File: src/sv/assert_macros.svh
// Assertion macros shared by the escape-time fractal pixel RTL.
// No dependencies; included by the files that carry assertions.
`ifndef ASSERT_MACROS_SVH
`define ASSERT_MACROS_SVH

// Clocked assertion that is switched off while reset is asserted.
`define ETF_ASSERT(lbl, clk, rst_n, prop, msg) \
    lbl: assert property (@(posedge clk) disable iff (!rst_n) prop) else $error(msg);

// Clocked assertion that is also checked across reset.
`define ETF_ASSERT_ALWAYS(lbl, clk, prop, msg) \
    lbl: assert property (@(posedge clk) prop) else $error(msg);

`endif

File: src/sv/etf_pkg.sv
// Shared types, widths, constants and helper functions for the
// escape-time fractal pixel unit. No dependencies.
package etf_pkg;

    localparam int COORD_BITS = 12;
    localparam int FRAC_BITS  = 28;
    localparam int COUNT_BITS = 16;

    // Fixed-point word and configuration data width.
    localparam int Z_W   = 32;
    localparam int CFG_W = 32;
    localparam int IDX_W = 3;

    // Intermediate widths of the iteration and point arithmetic.
    localparam int PRD_W  = 2 * Z_W;
    localparam int SQ_W   = PRD_W - FRAC_BITS + 1;
    localparam int XR_W   = PRD_W - FRAC_BITS + 2;
    localparam int LIM_W  = FRAC_BITS + 4;
    localparam int ESC_W  = (SQ_W + 1 > LIM_W) ? SQ_W + 1 : LIM_W;
    localparam int PPR_W  = COORD_BITS + 1 + Z_W;
    localparam int PT_W   = PPR_W + 1;
    localparam int SAT_W  = (PT_W > XR_W + 1) ? PT_W : XR_W + 1;

    // Escape radius squared, 4.0 in fixed point.
    localparam logic signed [ESC_W-1:0] LIMIT4 = ESC_W'(1) << (FRAC_BITS + 2);

    localparam logic signed [Z_W-1:0] ZMAX = {1'b0, {(Z_W-1){1'b1}}};
    localparam logic signed [Z_W-1:0] ZMIN = {1'b1, {(Z_W-1){1'b0}}};
    localparam logic signed [SAT_W-1:0] ZMAX_EXT = SAT_W'(ZMAX);
    localparam logic signed [SAT_W-1:0] ZMIN_EXT = SAT_W'(ZMIN);

    // Register reset values: -2.5 and -1.0 for the origin, 256 iterations.
    localparam logic [COUNT_BITS-1:0] MAX_ITER_RST  = COUNT_BITS'(256);
    localparam logic signed [Z_W-1:0] ORIGIN_RE_RST =
        Z_W'(-(64'sd5 <<< (FRAC_BITS - 1)));
    localparam logic signed [Z_W-1:0] ORIGIN_IM_RST =
        Z_W'(-(64'sd1 <<< FRAC_BITS));

    typedef enum logic [IDX_W-1:0] {
        REG_MODE      = 3'd0,
        REG_MAX_ITER  = 3'd1,
        REG_ORIGIN_RE = 3'd2,
        REG_ORIGIN_IM = 3'd3,
        REG_STEP_RE   = 3'd4,
        REG_STEP_IM   = 3'd5,
        REG_SEED_RE   = 3'd6,
        REG_SEED_IM   = 3'd7
    } t_reg_idx;

    // Commands from the controller to the datapath.
    typedef struct packed {
        logic accept;
        logic load_prod;
        logic load_point;
        logic mul;
        logic step;
        logic capture;
        logic in_set;
    } t_cmd;

    // Status from the datapath to the controller.
    typedef struct packed {
        logic zero_limit;
        logic escape;
        logic last;
    } t_status;

    // Clamp a wide signed value to the fixed-point word range.
    function automatic logic signed [Z_W-1:0] sat_z(input logic signed [SAT_W-1:0] v);
        logic signed [Z_W-1:0] res;
        if (v > ZMAX_EXT) begin
            res = ZMAX;
        end else if (v < ZMIN_EXT) begin
            res = ZMIN;
        end else begin
            res = $signed(v[Z_W-1:0]);
        end
        return res;
    endfunction

endpackage

File: src/sv/etf_ctrl.sv
// Controller of the escape-time fractal pixel unit: sequences point mapping,
// the multiply and update steps, and the output handshake. Uses etf_pkg.
`include "assert_macros.svh"

module etf_ctrl (
    input  logic             i_clk,
    input  logic             i_rst_n,
    input  logic             i_in_valid,
    output logic             o_in_ready,
    output logic             o_out_valid,
    input  logic             i_out_ready,
    input  etf_pkg::t_status i_status,
    output etf_pkg::t_cmd    o_cmd
);

    typedef enum logic [2:0] {
        S_IDLE,
        S_PROD,
        S_POINT,
        S_MUL,
        S_UPD,
        S_HOLD
    } t_state;

    t_state        r_state, n_state;
    logic          r_out_valid, n_out_valid;
    logic          r_inside, n_inside;
    etf_pkg::t_cmd w_cmd;
    logic          w_out_free;

    assign w_out_free = !r_out_valid || i_out_ready;

    always_comb begin
        n_state     = r_state;
        n_out_valid = r_out_valid && !i_out_ready;
        n_inside    = r_inside;
        w_cmd       = '0;
        case (r_state)
            S_IDLE: begin
                w_cmd.accept = i_in_valid;
                if (i_in_valid) begin
                    n_state = S_PROD;
                end
            end
            S_PROD: begin
                w_cmd.load_prod = 1'b1;
                n_state = S_POINT;
            end
            S_POINT: begin
                w_cmd.load_point = 1'b1;
                // A zero limit finishes at once with no test made.
                if (i_status.zero_limit) begin
                    n_inside = 1'b1;
                    n_state  = S_HOLD;
                end else begin
                    n_state = S_MUL;
                end
            end
            S_MUL: begin
                w_cmd.mul = 1'b1;
                n_state = S_UPD;
            end
            S_UPD: begin
                if (i_status.escape) begin
                    n_inside = 1'b0;
                    n_state  = S_HOLD;
                end else begin
                    w_cmd.step = 1'b1;
                    if (i_status.last) begin
                        n_inside = 1'b1;
                        n_state  = S_HOLD;
                    end else begin
                        n_state = S_MUL;
                    end
                end
            end
            S_HOLD: begin
                // Wait until the previous result has been transferred.
                if (w_out_free) begin
                    w_cmd.capture = 1'b1;
                    w_cmd.in_set  = r_inside;
                    n_out_valid   = 1'b1;
                    n_state       = S_IDLE;
                end
            end
            default: begin
                n_state = S_IDLE;
            end
        endcase
    end

    always_ff @(posedge i_clk) begin
        if (!i_rst_n) begin
            r_state     <= S_IDLE;
            r_out_valid <= 1'b0;
            r_inside    <= 1'b0;
        end else begin
            r_state     <= n_state;
            r_out_valid <= n_out_valid;
            r_inside    <= n_inside;
        end
    end

    assign o_in_ready  = (r_state == S_IDLE);
    assign o_out_valid = r_out_valid;
    assign o_cmd       = w_cmd;

    `ETF_ASSERT(a_busy_after_accept, i_clk, i_rst_n,
        (i_in_valid && o_in_ready) |=> !o_in_ready, "input taken while a pixel is in work")
    `ETF_ASSERT(a_capture_when_free, i_clk, i_rst_n,
        w_cmd.capture |-> (!r_out_valid || i_out_ready), "result overwritten before transfer")
    `ETF_ASSERT(a_step_not_on_escape, i_clk, i_rst_n,
        w_cmd.step |-> (r_state == S_UPD && !i_status.escape), "z updated after escape")
    `ETF_ASSERT_ALWAYS(a_reset_state, i_clk,
        !i_rst_n |=> (!o_out_valid && o_in_ready), "block not idle after reset")

endmodule

File: config.mk
export PLATFORM = sky130hd
export DESIGN_NAME = etf_ctrl
export DESIGN_NICKNAME = d
export VERILOG_FILES = /design/src/sv/etf_pkg.sv /design/src/sv/etf_ctrl.sv
export VERILOG_INCLUDE_DIRS = /design/src /design/src/sv
export SDC_FILE = /design/constraint.sdc
export NUM_CORES = 1
export LEC_CHECK = 0
export BUFFER_PORTS_ARGS = -buffer_cell sky130_fd_sc_hd__buf_2
export CORE_AREA = 2 2 39 41
export DETAILED_ROUTE_END_ITERATION = 8
export DIE_AREA = 0 0 41 43
export PLACE_DENSITY = 0.53
export SLEW_MARGIN = 20
export SYNTH_ARGS = -nofsm -noshare
export SYNTH_HDL_FRONTEND = slang
export SYNTH_SLANG_ARGS = --single-unit
File: constraint.sdc
create_clock -name i_clk -period 1.08 [get_ports i_clk]
set_input_delay 0.054 -clock i_clk [delete_from_list [all_inputs] [get_ports i_clk]]
set_output_delay 0.054 -clock i_clk [all_outputs]
set_load 0.005 [all_outputs]
== Word level (Yosys, flattened, before mapping) ==
Index checks and enable logic that the tools add are counted.

* Reduce and logical (&&, ||, !) cells: 8
* Mux-type cells: 20
* Equality and inequality tests: 9

{| class="wikitable"
|+ Operator list
! kind !! number
|-
| case mux 3 bit (6 select lines) || 1
|-
| two-way mux 3 bit || 5
|-
| two-way mux 1 bit || 11
|-
| == test 3 x 2 -> 1 bit, second input constant || 2
|-
| == test 3 bit, second input constant || 2
|-
| inequality test 2 bit, second input constant || 3
|-
| two-way mux 2 bit || 2
|-
| == test 3 x 1 -> 1 bit, second input constant || 1
|-
| zero test 3 bit || 1
|-
| inequality test 3 bit, second input constant || 1
|-
| AND reduction 3 bit || 1
|-
| zero test 1 bit || 2
|-
| case mux 1 bit (2 select lines) || 1
|-
| AND reduction 2 bit || 1
|-
| nonzero test 2 bit || 1
|-
| logical AND 1 bit || 1
|-
| logical OR 1 bit || 1
|}

* Register bits: 5
* Word-level logic and storage cells: 40
* Input bits: 7
* Output and inout port bits: 9

== Depth between registers and ports, before layout ==
* Depth after elaboration: 4
* Mapped depth: 3
* Depth with buffers taken out: 3

== Worst setup path after synthesis ==
OpenSTA, ideal clock, no wires.

* Path kind: register to register
* Start: register r_state[0]
* End: register r_state[1]
* Arrival: 0.909 ns
* Clock period less this slack: 1.029 ns
* Slack: 0.051 ns
* Setup time: 0.120 ns
* Required time: 0.960 ns
* Cell stages (with the launch flop): 4
* Path through: dfxtp_1 clkbuf_1 nor3b_1 o31a_1

* Word-level cells in the longest chain between the ends: 3

{| class="wikitable"
|+ RTL lines
! item !! line !! source
|-
| start: declaration || etf_ctrl.sv:25 || <nowiki>t_state r_state, n_state;</nowiki>
|-
| start signal: assignment || etf_ctrl.sv:98 || <nowiki>r_state <= n_state;</nowiki>
|-
| == test 3 bit or zero test 3 bit (tied branches) || etf_ctrl.sv:38 || <nowiki>case (r_state)</nowiki>
|-
| inequality test 2 bit (no source line) || -- ||
|-
| AND reduction 2 bit (no source line) || -- ||
|}

Parallel ways exist; a longest one is shown, timed or not.
A chain may end at the register's enable or synchronous reset.

==> flow_summary.toml <==
[sta]
clock.fmax_mhz = 790
slew_violations = 0
fin_ws_ps = -185
fin_crit_ps = 1270
tns_ps = -776
finalSetupViolCount = 7
fin_worst_skew_ps = 3.54
finalHoldViolCount = 0
post-route-period-util = 1.17
grt_setup_unrepaired = "yes"
worst_slew_pin_slew_ps = 232
timing.slew.headroom = 0.844

[logic_synthesis]
ys_async_sr_fraction = 0
yosys_warnings = 0
yosysTopAreaCell = "dfxtp_1"
syn_avg_cell_area_sq_um = 8.62
syn_inst = 36
synth_seq_cells = 5
synth_area_leaders = "dfxtp_1 (32%), and2_1 (10%), nor3_1 (4.8%), a221oi_2 (4.8%), o211ai_1 (4.8%)"
synth_cell_types = 22
synth_top_area_frac = 0.323
ys_seq_area_frac = 0.323
synth-edff-count = 0
synth.net_count = 43
synth_flop_cell = "dfxtp_1"
netlist_area_sq_um = 310

[layout]
fin_cells = 81
n_antenna_cell = 0
final_util = 0.440
fillCellCount = 147
regArea_sq_um = 109
multiInputGateArea_sq_um = 246
syn_to_final_growth_pct = 96.4
drive_gt1_frac = 0.662
nets = 73

[worst_setup_path]
reg2regPathDepth = 4
crit_start = "r_state[1]"
start_kind = "flop"
end_kind = "primary output"
cp.required_ps = 1030
reg2reg_setup_slack_ps = 10
r2r_end = "r_state[1]"
r2r_start = "r_state[1]"
crit_fanout = 4
crit_path_end = "o_cmd[0]"
crit_arrival_ps = 1210
criticalPathCategory = "reg -> out"

[clock_network]
clk_latency_ps = 250
cts_buffers = 3
clockBufferDepth = 2
clock-sinks = 5
cts.clk_slew.worst_paths_ps = 50
cts_tree = "yes"
htreeDepth = 1
cts-root-buf = "clkbuf_4"

[detailed_routing]
drtPass1Iterations = 4
drc = 0
first_iter_violations = 6
antenna_left = 0
drt-vias-per-instance = 4.84
wire_per_inst_um = 11.3
vias = 392
wl_um = 912

[place]
place_hpwl_um = 586
routabilityCongestion = 0.774
port_buffers = 15
dpl.cell_count = 72

[grt]
globalRoute.totalOverflow = 0
grt_usage = 0.115
grt_max_degree = 7
grt_pass1_vias = 314
antenna_found_initial = 0
grt_pass1_wl_mm = 1.31

[pwr]
power_density_mw_per_mm2 = 1040
vdd_drop_max_mv = 0.508
p_leak_nw = 0.263
power_mw = 0.634

[worst_hold_path]
hp-class = "in -> reg"

[floorplan]
core_sq_mm = 0.00138
dieWidth_um = 41
initial_core_util = 0.224
ios = 16
die_h_um = 43
core.rowCount = 14
die-area_sq_mm = 0.00176

[run_status]
violations = "negative setup slack"
status = "finished, violations left"

[run]
max_cap_violations = 0
==> cell families after synthesis <==
group,synth area share
AND/OR/NAND/NOR,0.399
AO/OA/AOI/OAI,0.242
flip-flops,0.323
buffers and inverters,0.0363
==> report_power, final <==
| part | total [mW] | internal [mW] | switching [mW] |
|---|---|---|---|
| clock | 0.222 | 0.140 | 0.0818 |
| combinational | 0.195 | 0.118 | 0.0777 |
| sequential | 0.217 | 0.197 | 0.0197 |
==> sequential cells by signal, indices dropped and copies added, names as in the netlist <==
signal       count
r_state          3
o_out_valid      1
r_inside         1
==> synthesized netlist by cell type, types with 2 or more instances <==
library cell	number
nor3_1	3
dfxtp_1	5
o211ai_1	2
inv_1	2
nor4_1	2
o21ai_0	2
and2_1	5
==> worst max-delay path: stages (launching register included) <==
cell	delay, ps
dfxtp_2	330
and2b_4	250
and3_4	170
and2_4	140
buf_6	80
==> repair_timing <==
item                       in CTS  in global routing
pin swaps                       4                  5
hold buffers                    0                  0
setup endpoints to repair       8                 11
resized for setup              10                 10
setup buffers                   4                  1
==> cells in the final DEF (no fill, tap or decap), drive strengths merged, types with 2 or more instances in the layout <==
| master | count |
|---|---|
| buf | 26 |
| and2 | 5 |
| dfxtp | 5 |
| clkbuf | 4 |
| o21ai | 3 |
| nor3 | 3 |
| inv | 2 |
| o211ai | 2 |
| and3 | 2 |
| nor4 | 2 |
==> how the worst min path moves through the flow <==
stage	startpoint	to	slack, ps	depth (start not counted)
finish	i_rst_n	r_state[1]	70	2
global route	i_rst_n	r_state[1]	80	2
CTS	i_status[1]	r_inside	60	2
detailed placement	i_status[1]	r_inside	310	2
global placement	i_status[1]	r_inside	310	2
floorplan	i_status[1]	o_cmd[2]	140	1
==> cell type report <==
class | count | share of cell area
tap | 16 | 0.0329
timing repair buffer | 26 | 0.329
clock buffer | 4 | 0.0431
inverter | 2 | 0.0123
multi-input combinational | 28 | 0.405
sequential | 5 | 0.179
==> layer usage <==
metal  part of all wire  vias to the layer above  wire [um]  track usage
li1                   -                      190          -            -
met1               0.46                      181        419        0.162
met2               0.42                       19        384        0.153
met3              0.099                        2         90       0.0314
met4              0.019                        0         17       0.0600
met5                  0                        -          0            0
==> per-stage QoR <==
stage          cell area, sq um  hold slack (ps)  setup WS, ps
5_1_grt                     609             84.4          -220
6_report                    609             74.5          -185
3_3_place_gp                459              309          13.1
3_5_place_dp                459              309         0.181
2_1_floorplan               310              138          51.0
4_1_cts                     549             61.7          -177
No activity file was read; power rests on OpenSTA's default activity.
